==> config.mk <==
export PLATFORM = sky130hd
export DESIGN_NAME = cna_front
export DESIGN_NICKNAME = d
export VERILOG_FILES = /design/src/hdl/assert_macros.svh /design/src/hdl/cna_pkg.sv /design/src/hdl/cna_front.sv
export SDC_FILE = /design/constraint.sdc
export NUM_CORES = 1
export LEC_CHECK = 0
export BUFFER_PORTS_ARGS = -buffer_cell sky130_fd_sc_hd__buf_4
export CORE_ASPECT_RATIO = 1.2
export CORE_MARGIN = 1.5
export CORE_UTILIZATION = 50
export CTS_BUF_LIST = sky130_fd_sc_hd__clkbuf_2 sky130_fd_sc_hd__clkbuf_4 sky130_fd_sc_hd__clkbuf_8
export CTS_CLUSTER_DIAMETER = 100
export DETAILED_ROUTE_END_ITERATION = 10
export GPL_TIMING_DRIVEN = 0
export PLACE_DENSITY = 0.71
export SYNTH_ARGS = -nofsm -noshare
export SYNTH_HDL_FRONTEND = slang
export SYNTH_SLANG_ARGS = --single-unit
==> constraint.sdc <==
create_clock -name clk -period 3.8 [get_ports clk]
set_input_delay 0.76 -clock clk [delete_from_list [all_inputs] [get_ports clk]]
set_output_delay 0.76 -clock clk [all_outputs]
set_load 0.02 [all_outputs]
==> src/hdl/assert_macros.svh <==
// Assertion macros shared by the RTL of the complex ALU.
// Implication forms, same cycle and next cycle; empty under synthesis.
`ifndef ASSERT_MACROS_SVH
`define ASSERT_MACROS_SVH
`ifndef SYNTHESIS
`define CNA_ASSERT_IMP(lbl, ck, rs, ante, cons) \
  lbl: assert property (@(posedge ck) disable iff (rs) (ante) |-> (cons)) \
    else $error("assertion failed");
`define CNA_ASSERT_NXT(lbl, ck, rs, ante, cons) \
  lbl: assert property (@(posedge ck) disable iff (rs) (ante) |=> (cons)) \
    else $error("assertion failed");
`else
`define CNA_ASSERT_IMP(lbl, ck, rs, ante, cons)
`define CNA_ASSERT_NXT(lbl, ck, rs, ante, cons)
`endif
`endif

==> src/hdl/cna_pkg.sv <==
// Package of the complex ALU: widths, operation codes, transaction types
// and saturation helpers. No dependencies.
`timescale 1ns / 1ps
package cna_pkg;
  localparam int DW   = 16;
  localparam int FB   = 8;
  localparam int PW   = 2 * DW;
  localparam int SW   = PW + 1;
  localparam int QW   = DW + 1;
  localparam int NW   = PW;
  localparam int RW   = NW + FB;
  localparam int CW   = NW + QW;
  localparam int MQ_DEPTH = 4;
  localparam int MQ_AW    = 2;
  localparam int RQ_DEPTH = 32;
  localparam int RQ_AW    = 5;

  typedef enum logic [1:0] {
    OP_ADD = 2'd0,
    OP_SUB = 2'd1,
    OP_MUL = 2'd2,
    OP_DIV = 2'd3
  } op_t;

  typedef struct packed {
    op_t                  op;
    logic signed [DW-1:0] a_r;
    logic signed [DW-1:0] a_i;
    logic signed [DW-1:0] b_r;
    logic signed [DW-1:0] b_i;
  } item_t;

  typedef struct packed {
    logic signed [DW-1:0] val;
    logic                 ovf;
  } sat_t;

  typedef struct packed {
    logic signed [DW-1:0] re;
    logic signed [DW-1:0] im;
    logic                 ovf;
    logic                 dz;
  } res_t;

  typedef struct packed {
    logic [RQ_AW:0] inflight;
    logic [RQ_AW:0] count;
  } stat_t;

  localparam logic signed [SW-1:0] SMAX = SW'((2 ** (DW - 1)) - 1);
  localparam logic signed [SW-1:0] SMIN = -SMAX - SW'(1);
  localparam logic [QW-1:0] QHALF = QW'(1) << (DW - 1);

  function automatic sat_t sat_s(input logic signed [SW-1:0] v);
    sat_t r;
    if (v > SMAX) begin
      r.val = SMAX[DW-1:0];
      r.ovf = 1'b1;
    end else if (v < SMIN) begin
      r.val = SMIN[DW-1:0];
      r.ovf = 1'b1;
    end else begin
      r.val = v[DW-1:0];
      r.ovf = 1'b0;
    end
    return r;
  endfunction

  function automatic sat_t sat_q(input logic neg, input logic big,
                                 input logic [QW-1:0] q);
    sat_t r;
    logic [QW-1:0] nq;
    nq = QW'(0) - q;
    if (neg) begin
      if (big || q > QHALF) begin
        r.val = SMIN[DW-1:0];
        r.ovf = 1'b1;
      end else begin
        r.val = nq[DW-1:0];
        r.ovf = 1'b0;
      end
    end else begin
      if (big || q > QHALF - QW'(1)) begin
        r.val = SMAX[DW-1:0];
        r.ovf = 1'b1;
      end else begin
        r.val = q[DW-1:0];
        r.ovf = 1'b0;
      end
    end
    return r;
  endfunction
endpackage

==> src/hdl/cna_front.sv <==
// Front end of the complex ALU: accepts transactions, decodes the operation
// and holds them in a short queue for the back end. Uses cna_pkg.
`timescale 1ns / 1ps
module cna_front (
  input  logic                          clk,
  input  logic                          rst,
  input  logic                          push,
  output logic                          full,
  input  logic [1:0]                    mode,
  input  logic signed [cna_pkg::DW-1:0] a_real,
  input  logic signed [cna_pkg::DW-1:0] a_imag,
  input  logic signed [cna_pkg::DW-1:0] b_real,
  input  logic signed [cna_pkg::DW-1:0] b_imag,
  output logic                          mid_valid,
  output cna_pkg::item_t                mid_item,
  input  logic                          mid_pop
);
  import cna_pkg::*;

  item_t            mem [MQ_DEPTH];
  logic [MQ_AW-1:0] wr_ptr;
  logic [MQ_AW-1:0] rd_ptr;
  logic [MQ_AW:0]   count;
  logic             wr;
  logic             rd;
  item_t            item;

  assign full      = (count == (MQ_AW+1)'(MQ_DEPTH));
  assign mid_valid = (count != '0);
  assign wr        = push && !full;
  assign rd        = mid_pop && mid_valid;
  assign mid_item  = mem[rd_ptr];

  always_comb begin
    case (mode)
      2'd0:    item.op = OP_ADD;
      2'd1:    item.op = OP_SUB;
      2'd2:    item.op = OP_MUL;
      default: item.op = OP_DIV;
    endcase
    item.a_r = a_real;
    item.a_i = a_imag;
    item.b_r = b_real;
    item.b_i = b_imag;
  end

  always_ff @(posedge clk) begin
    if (wr) begin
      mem[wr_ptr] <= item;
    end
  end

  always_ff @(posedge clk) begin
    if (rst) begin
      wr_ptr <= '0;
      rd_ptr <= '0;
      count  <= '0;
    end else begin
      if (wr) begin
        wr_ptr <= wr_ptr + MQ_AW'(1);
      end
      if (rd) begin
        rd_ptr <= rd_ptr + MQ_AW'(1);
      end
      count <= count + (MQ_AW+1)'(wr) - (MQ_AW+1)'(rd);
    end
  end
endmodule

# Word level (Yosys, flattened, before mapping)
# Memory sizes are Yosys's and may differ from the RTL's. A register that Yosys moved wholly into a read port is not among the register bits.
# Index checks and enable logic that the tools add are counted.
# W data, S select, Z words.
# classes
addsub	4
eq_ne	3
mux	5
n_reduce_logical	5
# ops
cell	n
$pmux W2 S3	1
$add A2 B1 Y2 const B	2
$mux W2	2
$add A3 B1 Y3	1
$eq A3 B3 Y1 const B	1
$reduce_bool A3 Y1	1
$sub A3 B1 Y3	1
$eq A2 B1 Y1 const B	1
$eq A2 B2 Y1 const B	1
$logic_and A1 B1 Y1	2
$logic_not A2 Y1	1
$mux W1	2
$logic_not A1 Y1	1
# word_totals
ff_bits	7
ram_bits	264
in_bits	70
out_inout_bits	68
word_cells	21
memories	1
# memory_table
name	depth	word_bits	rd	rd_ports_with_merged_regs	write_ports	line_no	text
mem	4	66	1	1	1	cna_front.sv:20	item_t mem [MQ_DEPTH];

# Longest topological paths before layout
# depth
word_depth	5
ltp_mapped	11
mapped_depth_nobuf	11

# Least setup slack after synthesis
# No wires, ideal clock.
# synth_path
path_type	input -> register
from	input port push
to	memory mem[0][0] (netlist name) (enable)
setup_ns	0.431
arrival_time_ns	2.638
required_time_ns	3.369
path_slack_ns	0.730
stages	3
n_path_buf	0
path_cell_list	inv_1 -> nor2_1 -> and2_1
# synth_between
elab_chain_len	3
# synth_rtl
element	line_no	text
start, declared	cna_front.sv:7	input logic push,
$logic_and A1 B1 Y1	cna_front.sv:30	assign wr = push && !full;
$mux W1	cna_front.sv:48	if (wr) begin
$mux W1 (implied by the code)	cna_front.sv:49	mem[wr_ptr] <= item;
end, declared	cna_front.sv:20	
# No other way between the ends.

==> flow_summary.json <==
{
  "hold_viol_final": 0,
  "drv_cap": 0,
  "vias": 4592,
  "wl_per_cell_um": 20.1,
  "slew_violations": 0,
  "grt_start_max_net_pins": 40,
  "power_leakage_uw": 0.00416,
  "reg2regPathDepth": 11,
  "path_cells": "buf_6 -> buf_6 -> mux4_2 -> buf_4",
  "cts-resized-gates": 0,
  "final_common_cell": "edfxtp_1",
  "cts_root_buf": "clkbuf_8",
  "worstSetupEndpointType": "output port",
  "ir_drop_v": 0.000492,
  "maxSlewHeadroom": 0.555,
  "insertion_delay_ns": 0.52,
  "status": "finished clean",
  "period_minus_slack_ns": 2.77,
  "synth.largest_area_cell": "edfxtp_1",
  "tns_ns": 0,
  "slowest_stage": "mux4_2",
  "drt_iter0_markers": 260,
  "tightest_slew_ns": 0.668,
  "synth_seq_cells": 273,
  "period_share": 0.728,
  "place.gp.congestion": 0.707,
  "cts.sinks": 273,
  "rsz0062_at_grt": "no",
  "die-area_um2": 20800,
  "dp.final_hpwl_um": 10800,
  "finalWorstSetupSlack_ns": 1.03,
  "clock_skew_ns": 0.0127,
  "synth.top_cell.area_share": 0.793,
  "drive_gt1_frac": 0.467,
  "cts_buffer_depth": 3,
  "crit_path_start_kind": "flop",
  "synthTopCellsByArea": "edfxtp_1 79%, mux4_2 15%, dfxtp_1 1.8%, ha_1 0.75%, buf_6 0.56%",
  "most-common-layout-cells": "264 x edfxtp_1, 136 x buf_4, 66 x mux4_2",
  "nets": 653,
  "grt_pass1_wl_um": 26700,
  "crit_type": "reg2out",
  "yosysWarnings": 0,
  "cts_buffers": 41,
  "grt_antenna_before_repair": 0,
  "post-cts-setup-buffer-count": 0,
  "io_buffers": 134,
  "antennaDiodeCount": 0,
  "drtAntennaViolNets": 0,
  "syn_avg_cell_area_um2": 25.3,
  "synthCells": 395,
  "max_freq_ghz": 0.362,
  "synth_nets": 472,
  "max_stage_delay_ns": 0.54,
  "hold_class": "in2reg",
  "finalSetupViolCount": 0,
  "cp_data_arrival_time_ns": 2.01,
  "whs_ns": 0.435,
  "hold_depth": 1,
  "hold_buffers": 0,
  "die_w_um": 132,
  "die_h_um": 158,
  "area_growth_pct": 22.3,
  "cts_tree": "built",
  "syn_area_um2": 9990,
  "pre_cts_slack_ns": 0.943,
  "crit_fanout": 10,
  "io_pins": 138,
  "finalWirelength_um": 17500,
  "dr.pass1.iters": 4,
  "num_rows": 56,
  "synth_cell_type_count": 24,
  "drc_errors": 0,
  "postLayoutCoreUtil": 0.625,
  "clkTransAtPathRegs_ns": 0.06,
  "power_per_cell_area_nw_per_um2": 682,
  "ys_seq_area_frac": 0.811,
  "crit_top_cell": "buf_6",
  "vias_per_cell": 5.30,
  "required_ns": 3.04,
  "cts_max_level": 2,
  "grt_pass1_vias": 5075,
  "grt_remaining_overflow": 0,
  "coreArea_um2": 19500,
  "start_util": 0.511,
  "track_usage": 0.169
}
per-stage QoR:
step | instance area [um^2] | total power [uW] | cells
detailed placement | 11400 | 6180 | 794
global route | 12200 | 8700 | 867
finish | 12200 | 8340 | 867
global placement | 11300 | 6110 | 790
CTS | 12200 | 8450 | 867
floorplan | 9990 | 5270 | 395
Yosys cell counts, drive strengths merged:
master  count
and2        5
mux2i       1
fa          1
o311ai      1
dfxtp       9
ha          6
clkbuf      5
edfxtp    264
or3         2
a21oi       1
nor2        6
xor2        2
nor3b       1
o21ai       1
nor3        1
o31a        1
mux4       66
nor2b       1
nand2b      2
xnor2       1
inv         6
buf        12
worst max-delay path, delay by kind of cell, from the launching register on:
kind | cells | cell delay (ns)
buffers and inverters | 3 | 0.59
multiplexers | 1 | 0.54
flip-flops | 1 | 0.36
layout make-up:
class,count,area [um^2]
fill,1359,7320
buffer,17,115
inverter,6,22.5
timing repair buffer,138,1110
clock buffer,56,689
multi-input combinational,99,1760
tap,261,327
sequential,273,8110
clock inverter,17,98.8
worst paths after layout:
path	endpoint	slack (ns)	startpoint
setup / recovery	mid_item[49]	1.03	flop
hold / removal	mem[2][61]$_DFFE_PP_	0.43	a_real[13]
setup reg to reg	count[2]$_SDFF_PP0_	1.28	count[1]$_SDFF_PP0_
hold reg to reg	wr_ptr[1]$_SDFFE_PP0P_	0.53	wr_ptr[1]$_SDFFE_PP0P_
logic make-up (layout without fill, tap and decap cells):
family	Yosys count	after routing	synth area share
AOI/OAI and AO/OA	4	4	0.00275
xor gates and xnor gates	3	3	0.00263
adders and majority gates	7	7	0.00952
buffers and inverters	23	234	0.0138
DFF	273	273	0.811
muxes	67	67	0.150
and+or+nand+nor	18	18	0.0103
flip-flops by register name (all words and copies together), names as in the netlist, named ones only:
signal  flops
count       3
wr_ptr      2
mem       264
rd_ptr      2
routing by layer:
layer	share of wire	global-route usage	vias up
li1	-	-	2043
met1	0.38	0.196	2378
met2	0.54	0.305	138
met3	0.058	0.0442	33
met4	0.021	0.0587	0
met5	0	0	-
report_power, final:
group	internal, uW	switching (uW)	leakage (uW)
clock	1240	1030	0.000416
sequential	3650	92.5	0.00249
combinational	1100	1220	0.00126
total	6000	2340	0.00416
(Power assumes the default switching activity.)
